File: src/rtl/kts_pkg.sv
// kts_pkg.sv
// constants, vocabulary table and byte helpers for the keyword token scanner
// no dependencies
package kts_pkg;

    localparam int VOCAB_SIZE   = 26;
    localparam int ENTRY_COLS   = 9;   // longest vocabulary entry
    localparam int LONGEST_WORD = 9;   // words longer than this are unknown
    localparam int LEN_W        = 4;   // saturating length count width
    localparam int ID_W         = 5;
    localparam int BYTE_W       = 8;

    localparam logic [LEN_W-1:0] LENGTH_MAX = '1;
    localparam logic [ID_W-1:0]  ID_UNKNOWN = '0;

    // separator characters
    localparam logic [BYTE_W-1:0] CH_SPACE = 8'h20;
    localparam logic [BYTE_W-1:0] CH_LF    = 8'h0a;
    localparam logic [BYTE_W-1:0] CH_CR    = 8'h0d;
    localparam logic [BYTE_W-1:0] CH_TAB   = 8'h09;
    localparam logic [BYTE_W-1:0] CH_DOT   = 8'h2e;
    localparam logic [BYTE_W-1:0] CH_COMMA = 8'h2c;
    localparam logic [BYTE_W-1:0] CH_QUEST = 8'h3f;
    localparam logic [BYTE_W-1:0] CH_BANG  = 8'h21;

    localparam logic [BYTE_W-1:0] CH_UPPER_A = 8'h41;
    localparam logic [BYTE_W-1:0] CH_UPPER_Z = 8'h5a;
    localparam logic [BYTE_W-1:0] CASE_DELTA = 8'h20;

    localparam logic [BYTE_W-1:0] NUL = 8'h00;

    // vocabulary, token id is row index plus one
    localparam logic [BYTE_W-1:0] VOCAB_CHARS [VOCAB_SIZE][ENTRY_COLS] = '{
        '{"h", "e", "l", "l", "o", NUL, NUL, NUL, NUL},
        '{"h", "i", NUL, NUL, NUL, NUL, NUL, NUL, NUL},
        '{8'h76, 8'h6f, 8'h72, 8'h74, 8'h65, 8'h78, NUL, NUL, NUL},
        '{"p", "h", "y", "s", "i", "c", "s", NUL, NUL},
        '{"m", "a", "t", "h", NUL, NUL, NUL, NUL, NUL},
        '{"a", "i", NUL, NUL, NUL, NUL, NUL, NUL, NUL},
        '{"m", "e", "m", "o", "r", "y", NUL, NUL, NUL},
        '{"e", "n", "e", "r", "g", "y", NUL, NUL, NUL},
        '{"c", "o", "m", "p", "u", "t", "e", NUL, NUL},
        '{"t", "e", "l", "l", NUL, NUL, NUL, NUL, NUL},
        '{"m", "e", NUL, NUL, NUL, NUL, NUL, NUL, NUL},
        '{"j", "o", "k", "e", NUL, NUL, NUL, NUL, NUL},
        '{"n", "a", "m", "e", NUL, NUL, NUL, NUL, NUL},
        '{"w", "h", "a", "t", NUL, NUL, NUL, NUL, NUL},
        '{"i", "s", NUL, NUL, NUL, NUL, NUL, NUL, NUL},
        '{"y", "o", "u", "r", NUL, NUL, NUL, NUL, NUL},
        '{"g", "r", "a", "v", "i", "t", "y", NUL, NUL},
        '{"f", "o", "r", "c", "e", NUL, NUL, NUL, NUL},
        '{"n", "e", "u", "r", "a", "l", NUL, NUL, NUL},
        '{"n", "e", "t", "w", "o", "r", "k", NUL, NUL},
        '{"l", "e", "a", "r", "n", "i", "n", "g", NUL},
        '{"p", "o", "w", "e", "r", NUL, NUL, NUL, NUL},
        '{"b", "a", "t", "t", "e", "r", "y", NUL, NUL},
        '{"a", "l", "g", "o", "r", "i", "t", "h", "m"},
        '{"d", "a", "t", "a", NUL, NUL, NUL, NUL, NUL},
        '{"a", "b", "o", "u", "t", NUL, NUL, NUL, NUL}
    };

    // length of each vocabulary entry
    localparam logic [LEN_W-1:0] ENTRY_LEN [VOCAB_SIZE] = '{
        4'd5, 4'd2, 4'd6, 4'd7, 4'd4, 4'd2, 4'd6, 4'd6, 4'd7, 4'd4,
        4'd2, 4'd4, 4'd4, 4'd4, 4'd2, 4'd4, 4'd7, 4'd5, 4'd6, 4'd7,
        4'd8, 4'd5, 4'd7, 4'd9, 4'd4, 4'd5
    };

    localparam logic [LEN_W-1:0] LONGEST_LEN = LEN_W'(LONGEST_WORD);

    // fold ascii capitals to lower case
    function automatic logic [BYTE_W-1:0] fold_case(input logic [BYTE_W-1:0] c);
        logic [BYTE_W-1:0] r;
        r = c;
        if (c >= CH_UPPER_A && c <= CH_UPPER_Z) begin
            r = c + CASE_DELTA;
        end
        return r;
    endfunction

    // word break characters
    function automatic logic is_separator(input logic [BYTE_W-1:0] c);
        return (c == CH_SPACE) || (c == CH_LF) || (c == CH_CR) || (c == CH_TAB) ||
               (c == CH_DOT) || (c == CH_COMMA) || (c == CH_QUEST) || (c == CH_BANG);
    endfunction

endpackage

File: src/rtl/keyword_token_scanner.sv
// keyword_token_scanner.sv
// top level: byte register, word matcher, token output register
// depends on kts_pkg
//
// Keyword token scanner. Takes one text byte per beat on the s_ side and
// emits one token beat on the m_ side for every non-empty word, ended by a
// separator (space, tab, newline, return, period, comma, question or
// exclamation mark) or by the text's final byte (s_tlast). The token is the
// 1-based index of the word in the 26-word vocabulary, or 0 for an unknown
// word; m_tlast marks a token emitted on the text's final byte. Capitals are
// folded to lower case. A byte waits in the input register and
// is matched against all vocabulary entries in parallel on its way to the
// output register, which holds the token beat; the block takes one byte
// per cycle while the output is not stalled.
module keyword_token_scanner
    import kts_pkg::*;
(
    input  logic        aclk,
    input  logic        aresetn,

    input  logic        s_tvalid,
    output logic        s_tready,
    input  logic [7:0]  s_tdata,    // [7:0] text_byte
    input  logic        s_tlast,    // final_byte

    output logic        m_tvalid,
    input  logic        m_tready,
    output logic [7:0]  m_tdata,    // [4:0] token_id, [7:5] zero
    output logic        m_tlast     // text_done
);

    // input register
    logic                 in_valid_reg;
    logic [BYTE_W-1:0]    in_byte_reg;
    logic                 in_last_reg;

    // matcher state
    logic [VOCAB_SIZE-1:0] cand_reg, cand_next;
    logic [LEN_W-1:0]      len_reg, len_next;

    // output register
    logic                 out_valid_reg;
    logic [ID_W-1:0]      out_id_reg;
    logic                 out_done_reg;

    logic                 advance;
    logic [BYTE_W-1:0]    ch;
    logic                 sep;
    logic                 word_end;
    logic                 emit;
    logic [VOCAB_SIZE-1:0] cand_upd;
    logic [LEN_W-1:0]      len_upd;
    logic [ID_W-1:0]       id_next;

    // byte moves on when the output register is free or draining
    assign advance  = in_valid_reg && (!out_valid_reg || m_tready);
    assign s_tready = !in_valid_reg || advance;

    // match the registered byte against every vocabulary entry
    always_comb begin
        ch       = fold_case(in_byte_reg);
        sep      = is_separator(ch);
        cand_upd = cand_reg;
        len_upd  = len_reg;
        if (!sep) begin
            for (int w = 0; w < VOCAB_SIZE; w++) begin
                if (!((len_reg < ENTRY_LEN[w]) && (VOCAB_CHARS[w][len_reg] == ch))) begin
                    cand_upd[w] = 1'b0;
                end
            end
            if (len_reg != LENGTH_MAX) begin
                len_upd = len_reg + 1'b1;
            end
        end

        // at most one entry of matching length survives
        id_next = ID_UNKNOWN;
        if (len_upd <= LONGEST_LEN) begin
            for (int w = 0; w < VOCAB_SIZE; w++) begin
                if (cand_upd[w] && (ENTRY_LEN[w] == len_upd)) begin
                    id_next = id_next | ID_W'(w + 1);
                end
            end
        end

        word_end = sep || in_last_reg;
        emit     = word_end && (len_upd != '0);

        if (word_end) begin
            cand_next = '1;
            len_next  = '0;
        end else begin
            cand_next = cand_upd;
            len_next  = len_upd;
        end
    end

    // input register
    always_ff @(posedge aclk) begin
        if (!aresetn) begin
            in_valid_reg <= 1'b0;
        end else if (s_tready) begin
            in_valid_reg <= s_tvalid;
        end
        if (s_tready && s_tvalid) begin
            in_byte_reg <= s_tdata;
            in_last_reg <= s_tlast;
        end
    end

    // matcher state
    always_ff @(posedge aclk) begin
        if (!aresetn) begin
            cand_reg <= '1;
            len_reg  <= '0;
        end else if (advance) begin
            cand_reg <= cand_next;
            len_reg  <= len_next;
        end
    end

    // output register
    always_ff @(posedge aclk) begin
        if (!aresetn) begin
            out_valid_reg <= 1'b0;
        end else if (advance) begin
            out_valid_reg <= emit;
        end else if (m_tready) begin
            out_valid_reg <= 1'b0;
        end
        if (advance && emit) begin
            out_id_reg   <= id_next;
            out_done_reg <= in_last_reg;
        end
    end

    assign m_tvalid = out_valid_reg;
    assign m_tdata  = {{(8 - ID_W){1'b0}}, out_id_reg};
    assign m_tlast  = out_done_reg;

endmodule

File: config.mk
export PLATFORM = sky130hd
export DESIGN_NAME = keyword_token_scanner
export DESIGN_NICKNAME = d
export VERILOG_FILES = /design/src/rtl/kts_pkg.sv /design/src/rtl/keyword_token_scanner.sv
export SDC_FILE = /design/constraint.sdc
export NUM_CORES = 1
export LEC_CHECK = 0
export ABC_AREA = 1
export BUFFER_PORTS_ARGS = -buffer_cell sky130_fd_sc_hd__clkbuf_2
export CAP_MARGIN = 20
export CORE_UTILIZATION = 40
export CTS_BUF_LIST = sky130_fd_sc_hd__clkbuf_4
export DETAILED_ROUTE_END_ITERATION = 8
export PLACE_DENSITY_LB_ADDON = 0.12
export SETUP_SLACK_MARGIN = 0.1
export SKIP_LAST_GASP = 1
export SLEW_MARGIN = 20
export SYNTH_ARGS = -nofsm -noshare
export SYNTH_HDL_FRONTEND = slang
export SYNTH_SLANG_ARGS = --single-unit
File: constraint.sdc
create_clock -name aclk -period 7.62 [get_ports aclk]
set_input_delay 0.762 -clock aclk [delete_from_list [all_inputs] [get_ports aclk]]
set_output_delay 0.762 -clock aclk [all_outputs]
set_load 0.01 [all_outputs]
# Word-level counts from Yosys, hierarchy flattened

Memory sizes are Yosys's and may differ from the RTL's.
Index checks and enable logic that the tools add are counted.

Add/subtract/negate cells: 2
Bitwise gates (word level): 1
Equality and inequality tests: 45
Order comparisons: 11
Muxes and demuxes: 174
Reductions and logical operators: 70

Operators with widths:

| operator              | count |
|---|---|
| $mux W8               | 53 |
| $eq A8 B8 Y1          | 26 |
| $mux W5               | 37 |
| $mux W26              | 4 |
| $mux W1               | 60 |
| $logic_and A1 B1 Y1   | 57 |
| $mux W4               | 14 |
| $eq A8 B6 Y1 const B  | 5 |
| $eq A8 B4 Y1 const B  | 3 |
| $eq A3 B4 Y1 const A  | 4 |
| $lt A4 B3 Y1 const B  | 4 |
| $mux W3               | 4 |
| $logic_or A1 B1 Y1    | 10 |
| $add A8 B6 Y8 const B | 1 |
| $eq A4 B4 Y1 const A  | 2 |
| $ge A8 B7 Y1 const B  | 1 |
| $le A8 B7 Y1 const B  | 1 |
| $lt A4 B4 Y1 const B  | 2 |
| $ge A5 B5 Y1 const B  | 1 |
| $not A4 Y5            | 1 |
| $add A4 B1 Y4 const B | 1 |
| $eq A2 B4 Y1 const A  | 1 |
| $le A4 B4 Y1 const B  | 1 |
| $lt A4 B2 Y1 const B  | 1 |
| other kinds (6)       | 9 |

Bits in read-only memories: 3328
Logic and storage cells: 337
Memories: 26
Input port bits: 13
Bits in registers: 47

Memories:

| name            | depth | width | rd ports | clocked after Yosys merged registers in | wr ports | RTL line                    | text |
|---|---|---|---|---|---|---|---|
| (no name shown) | 16    | 8     | 1        | 0                                       | 0        | keyword_token_scanner.sv:67 | `if (!((len_reg < ENTRY_LEN[w]) && (VOCAB_CHARS[w][len_reg] == ch))) begin` |
| (no name shown) | 16    | 8     | 1        | 0                                       | 0        | keyword_token_scanner.sv:67 |  |
| (no name shown) | 16    | 8     | 1        | 0                                       | 0        | keyword_token_scanner.sv:67 |  |
| (no name shown) | 16    | 8     | 1        | 0                                       | 0        | keyword_token_scanner.sv:67 |  |
| (no name shown) | 16    | 8     | 1        | 0                                       | 0        | keyword_token_scanner.sv:67 |  |
| (no name shown) | 16    | 8     | 1        | 0                                       | 0        | keyword_token_scanner.sv:67 |  |
| +20 memories    | --    | --    | --       | --                                      | --       | --                          |  |

# Logic depth before layout (Yosys ltp)

Depth after elaboration: 67
Depth in mapped cells: 20

# Worst setup path after synthesis

No wires, ideal clock.

Path kind: register to register
Start: register len_reg[0]
End: register out_id_reg[0], data pin
Data required time: 7.485 ns
Library setup time: 0.135 ns
Setup slack: 5.046 ns
Path buffers: 1
Stages on the path, launching flop included: 18
Arrival: 2.440 ns
Path through: dfxtp_1 clkinv_1 ha_1 clkbuf_1 o21ai_0 nor2_1 nand2_1 nand2_1 nor2_1 nand3_1 nor2_1 nand2_1 nand2_1 nand2_1 nand3b_1 nand2_1 nor2_1 nand3_1

Cells in the longest elaborated chain, start to end: 62
Elaborated cells on any way between the ends: 176
Classes of those cells: add/sub (1); order compare (7); eq/ne (20); mux (108); bitwise (1); reduce/logical (26); memory (13)

Ends and longest elaborated chain:

| element                                     | RTL line                     | text |
|---|---|---|
| from (decl)                                 | keyword_token_scanner.sv:39  | `logic [LEN_W-1:0] len_reg, len_next;` |
| from (signal assigned)                      | keyword_token_scanner.sv:118 | `len_reg <= len_next;` |
| $not A4 Y5 (implied by the code)            | keyword_token_scanner.sv:67  |  |
| $mem_v2 Z16 W8                              | --                           |  |
| $mux W8 (implied by the code) (2 in series) | keyword_token_scanner.sv:67  |  |
| $eq A8 B8 Y1                                | keyword_token_scanner.sv:67  |  |
| $logic_and A1 B1 Y1                         | keyword_token_scanner.sv:67  |  |
| $mux W1                                     | keyword_token_scanner.sv:67  |  |
| $mux W1                                     | keyword_token_scanner.sv:65  | `if (!sep) begin` |
| $mux W26                                    | keyword_token_scanner.sv:65  |  |
| [... 45 more ...]                           | --                           |  |
| $mux W5                                     | keyword_token_scanner.sv:80  | `if (cand_upd[w] && (ENTRY_LEN[w] == len_upd)) begin` |
| $mux W5                                     | keyword_token_scanner.sv:78  | `if (len_upd <= LONGEST_LEN) begin` |
| $mux W5                                     | keyword_token_scanner.sv:80  |  |
| $mux W5                                     | keyword_token_scanner.sv:78  |  |
| $mux W5                                     | keyword_token_scanner.sv:80  |  |
| $mux W5                                     | keyword_token_scanner.sv:78  |  |
| $mux W5                                     | keyword_token_scanner.sv:80  |  |
| $mux W5                                     | keyword_token_scanner.sv:78  |  |
| to (signal assigned)                        | keyword_token_scanner.sv:132 | `out_id_reg <= id_next;` |
| to (decl)                                   | keyword_token_scanner.sv:43  | `logic [ID_W-1:0] out_id_reg;` |

Several ways; a longest one is shown, not always the timed one. The select of a mux whose other input is x is not followed.
A chain may end at the register's enable or synchronous reset.

# Final worst setup path

Start: register len_reg[0]
End: register out_id_reg[4], data pin

Cells in the longest elaborated chain, start to end: 32
Elaborated cells on any way between the ends: 130
Classes of those cells: add/sub (1); order compare (7); eq/ne (18); mux (70); bitwise (1); reduce/logical (22); memory (11)

Ends and longest elaborated chain:

| element                                     | RTL line |
|---|---|
| $not A4 Y5 (implied by the code)            | keyword_token_scanner.sv:67 |
| $mem_v2 Z16 W8                              | -- |
| $mux W8 (implied by the code) (2 in series) | keyword_token_scanner.sv:67 |
| $eq A8 B8 Y1                                | keyword_token_scanner.sv:67 |
| $logic_and A1 B1 Y1                         | keyword_token_scanner.sv:67 |
| $mux W1                                     | keyword_token_scanner.sv:67 |
| $mux W1                                     | keyword_token_scanner.sv:65 |
| $mux W26                                    | keyword_token_scanner.sv:65 |
| [... 15 more ...]                           | -- |
| $mux W5                                     | keyword_token_scanner.sv:80 |
| $mux W5                                     | keyword_token_scanner.sv:78 |
| $mux W5                                     | keyword_token_scanner.sv:80 |
| $mux W5                                     | keyword_token_scanner.sv:78 |
| $mux W5                                     | keyword_token_scanner.sv:80 |
| $mux W5                                     | keyword_token_scanner.sv:78 |
| $mux W5                                     | keyword_token_scanner.sv:80 |
| $mux W5                                     | keyword_token_scanner.sv:78 |

Several ways; a longest one is shown, not always the timed one. The select of a mux whose other input is x is not followed.

==> flow_summary.yaml <==
drt:
  routed_wl_um: 16900
  drtAntennaViolNets: 0
  drt_pass1_iterations: 7
  drt_iter0_markers: 556
  drc: 2
  viasPerCell: 5.69
  wl_per_cell_um: 18.3
  vias: 5266
timing:
  finalHoldViolCount: 0
  maxSlewHeadroom: 0.362
  rsz0062_at_grt: "no"
  clock_skew_ps: 24.8
  fin_crit_ps: 3930
  fmax_mhz: 254
  post-route-period-util: 0.516
  finalMaxSlewViolations: 0
  tightest_slew_ps: 957
  finalSetupViolations: 0
  finalSetupTns_ps: 0
final_layout:
  drive_gt1_frac: 0.0843
  antenna_cells: 0
  final_area_um2: 5000
  fin_util: 0.433
  syn_to_final_growth_pct: 4.39
  fin_nets: 806
  largest_reg_flops: 26
  stdcell_count: 926
synth:
  syn_inst: 784
  netlist_area_um2: 4790
  ys_types: 44
  synth_top_cell_area_share: 0.172
  ys_ff_latch: 47
  yosysWarningCount: 0
  synth-async-reset-ratio: 0
  synth_edf_count: 15
  synth_flop_cell: "dfxtp_1"
  yosys-top-cells-area: "nand2_1 17%, dfxtp_1 13%, nand3_1 9.6%"
  yosys.area.top_type: "nand2_1"
  avgSynthCellArea_um2: 6.11
  ys_seq_area_frac: 0.228
critical_path:
  required_ps: 7880
  startpoint_type: "flop"
  r2r_end: "out_id_reg[4]"
  crit_fanout: 12
  worstReg2RegStart: "len_reg[0]"
  arrival_ps: 4190
  cp-end-kind: "flop"
  reg2regPathDepth: 12
  ff2ff_setup_slack_ps: 3690
  critPathKind: "flop to flop"
global_routing:
  grt_pass1_wl_um: 27400
  grt_usage: 0.283
  overflow: 0
  grt_pass1_vias: 5011
  antenna_found_initial: 0
  grt_max_degree: 28
floorplanning:
  ios: 24
  die_w_um: 111
  fp.dieH_um: 111
  placementRows: 39
  dieArea_um2: 12400
  core_um2: 11600
  initial_core_util: 0.414
hold_path:
  hold_start: "in_last_reg"
  hold_class: "flop to flop"
  worstHoldEndpoint: "m_tlast"
  holdPathStages: 0
outcome:
  outcome: "finished, violations left"
  violations: "DRC"
clock_tree:
  clock_sinks: 47
  cts_setup_buffers: 0
  ctsHoldBuffers: 0
  cts_tree: "done"
  cts-buffers-inserted: 5
  cts_resized: 0
  cts_max_level: 2
  clkSlewWorstSetupHoldPaths_ps: 160
  clock_path_buffers: 2
  clk_latency_ps: 390
  cts-root-buf: "clkbuf_4"
flow_run:
  drv_cap: 0
place:
  placed_area_um2: 4910
  globalplace.congestion: 0.975
  numPortBuffers: 20
  numPlacedInstances: 917
  dp_hpwl_um: 12700
pwr:
  total_power_w: 0.000612
  vdd_ir_drop_max_v: 0.0000880
  pwr_density_cell_nw_per_um2: 122
  leakage_nw: 2.42
how the worst max path moves through the flow:
stage	start	end	slack, ps	cells past startpoint
floorplan	len_reg[0]	out_id_reg[0]	5050	17
global placement	in_byte_reg[4]	cand_reg[1]	3670	12
detailed placement	in_byte_reg[4]	cand_reg[24]	3500	12
CTS	in_byte_reg[4]	cand_reg[24]	3470	12
global route	len_reg[0]	out_id_reg[1]	3360	16
finish	len_reg[0]	out_id_reg[4]	3690	12
metal layers:
metal | wire length [um] | share of wire | vias up | global-route usage
li1 | - | - | 2571 | -
met1 | 7880 | 0.47 | 2404 | 0.416
met2 | 6840 | 0.40 | 252 | 0.402
met3 | 1570 | 0.093 | 39 | 0.0523
met4 | 616 | 0.036 | 0 | 0.119
met5 | 0 | 0 | - | 0
logic make-up (layout without fill, tap and decap cells):
family                   count (synthesis)  in the layout  synth area share
AND/OR/NAND/NOR                        477            477             0.452
AO/OA/AOI/OAI                          107            107             0.128
buffers and inverters                  104            101            0.0953
flip-flops                              47             47             0.228
XOR/XNOR                                37             37            0.0676
adder cells (fa/ha/maj)                 11             11            0.0287
other                                    1              3          0.000782
through the flow:
stage | setup slack, ps | hold slack, ps
after CTS | 3470 | 491
after detailed placement | 3500 | 453
final | 3690 | 485
after global placement | 3670 | 444
after floorplan | 5050 | 426
after global routing | 3360 | 501
critical path, stage by stage, from the launching register on:
cell	delay, ps
dfxtp_1	730
clkinv_1	580
ha_1	600
nand2_1	150
nor2_1	330
o22ai_1	120
nor4_1	550
nand2_1	120
a21boi_1	320
nand2_1	120
nand3_1	90
nor2_1	40
nand2_1	60
layout make-up:
type                            count  area, um^2
Clock buffer                        5        37.5
Clock inverter                      3        45.0
Fill cell                        1223        6560
Inverter                           70         268
Multi-Input combinational cell    635        3250
Sequential cell                    47        1090
Tap cell                          143         179
Timing Repair Buffer               23         130
cell usage in the layout, fill, tap and decap left out, drive strengths merged:
cell | Yosys | layout
a211oi | 1 | 1
o21a | 1 | 1
o22ai | 6 | 6
nor2 | 104 | 104
edfxtp | 15 | 15
ha | 11 | 11
o21ai | 57 | 57
o2111ai | 4 | 4
inv | 68 | 70
or2 | 2 | 2
a21oi | 24 | 24
nand3 | 95 | 95
buf | 22 | 3
and3 | 1 | 1
o211ai | 7 | 7
nor4 | 5 | 5
nor3b | 1 | 1
o221ai | 1 | 1
clkinv | 2 | 2
xnor2 | 2 | 2
nand4 | 20 | 20
clkbuf | 12 | 25
nand2 | 234 | 234
a21boi | 6 | 6
nand3b | 4 | 4
nor3 | 11 | 11
bufinv | 0 | 1
dfxtp | 32 | 32
conb | 1 | 3
xor2 | 35 | 35
where the power goes:
part	switching, W	internal [W]
clock network	0.0000866	0.0000705
logic	0.000116	0.0000516
registers	0.0000167	0.000271
total	0.000219	0.000393
synth_stat cells (2+ instances only):
master     count
nand2_1      220
nor2_1        94
nand3_1       92
inv_1         66
o21ai_0       55
xor2_1        35
dfxtp_1       32
a21oi_1       21
nand4_1       20
edfxtp_1      15
clkbuf_1      12
ha_1          11
nor3_1        11
buf_2         10
nand2_2       10
o211ai_1       7
nor2_4         6
o22ai_1        6
buf_6          5
nor4_1         5
buf_1          4
nand2_4        4
nand3b_1       4
o2111ai_1      4
a21boi_1       3
a21oi_2        3
buf_4          3
nor2_2         3
a21boi_0       2
clkinv_1       2
inv_4          2
nand3_4        2
o21ai_1        2
or2_2          2
xnor2_1        2
No activity file was read; power rests on OpenSTA's default activity.
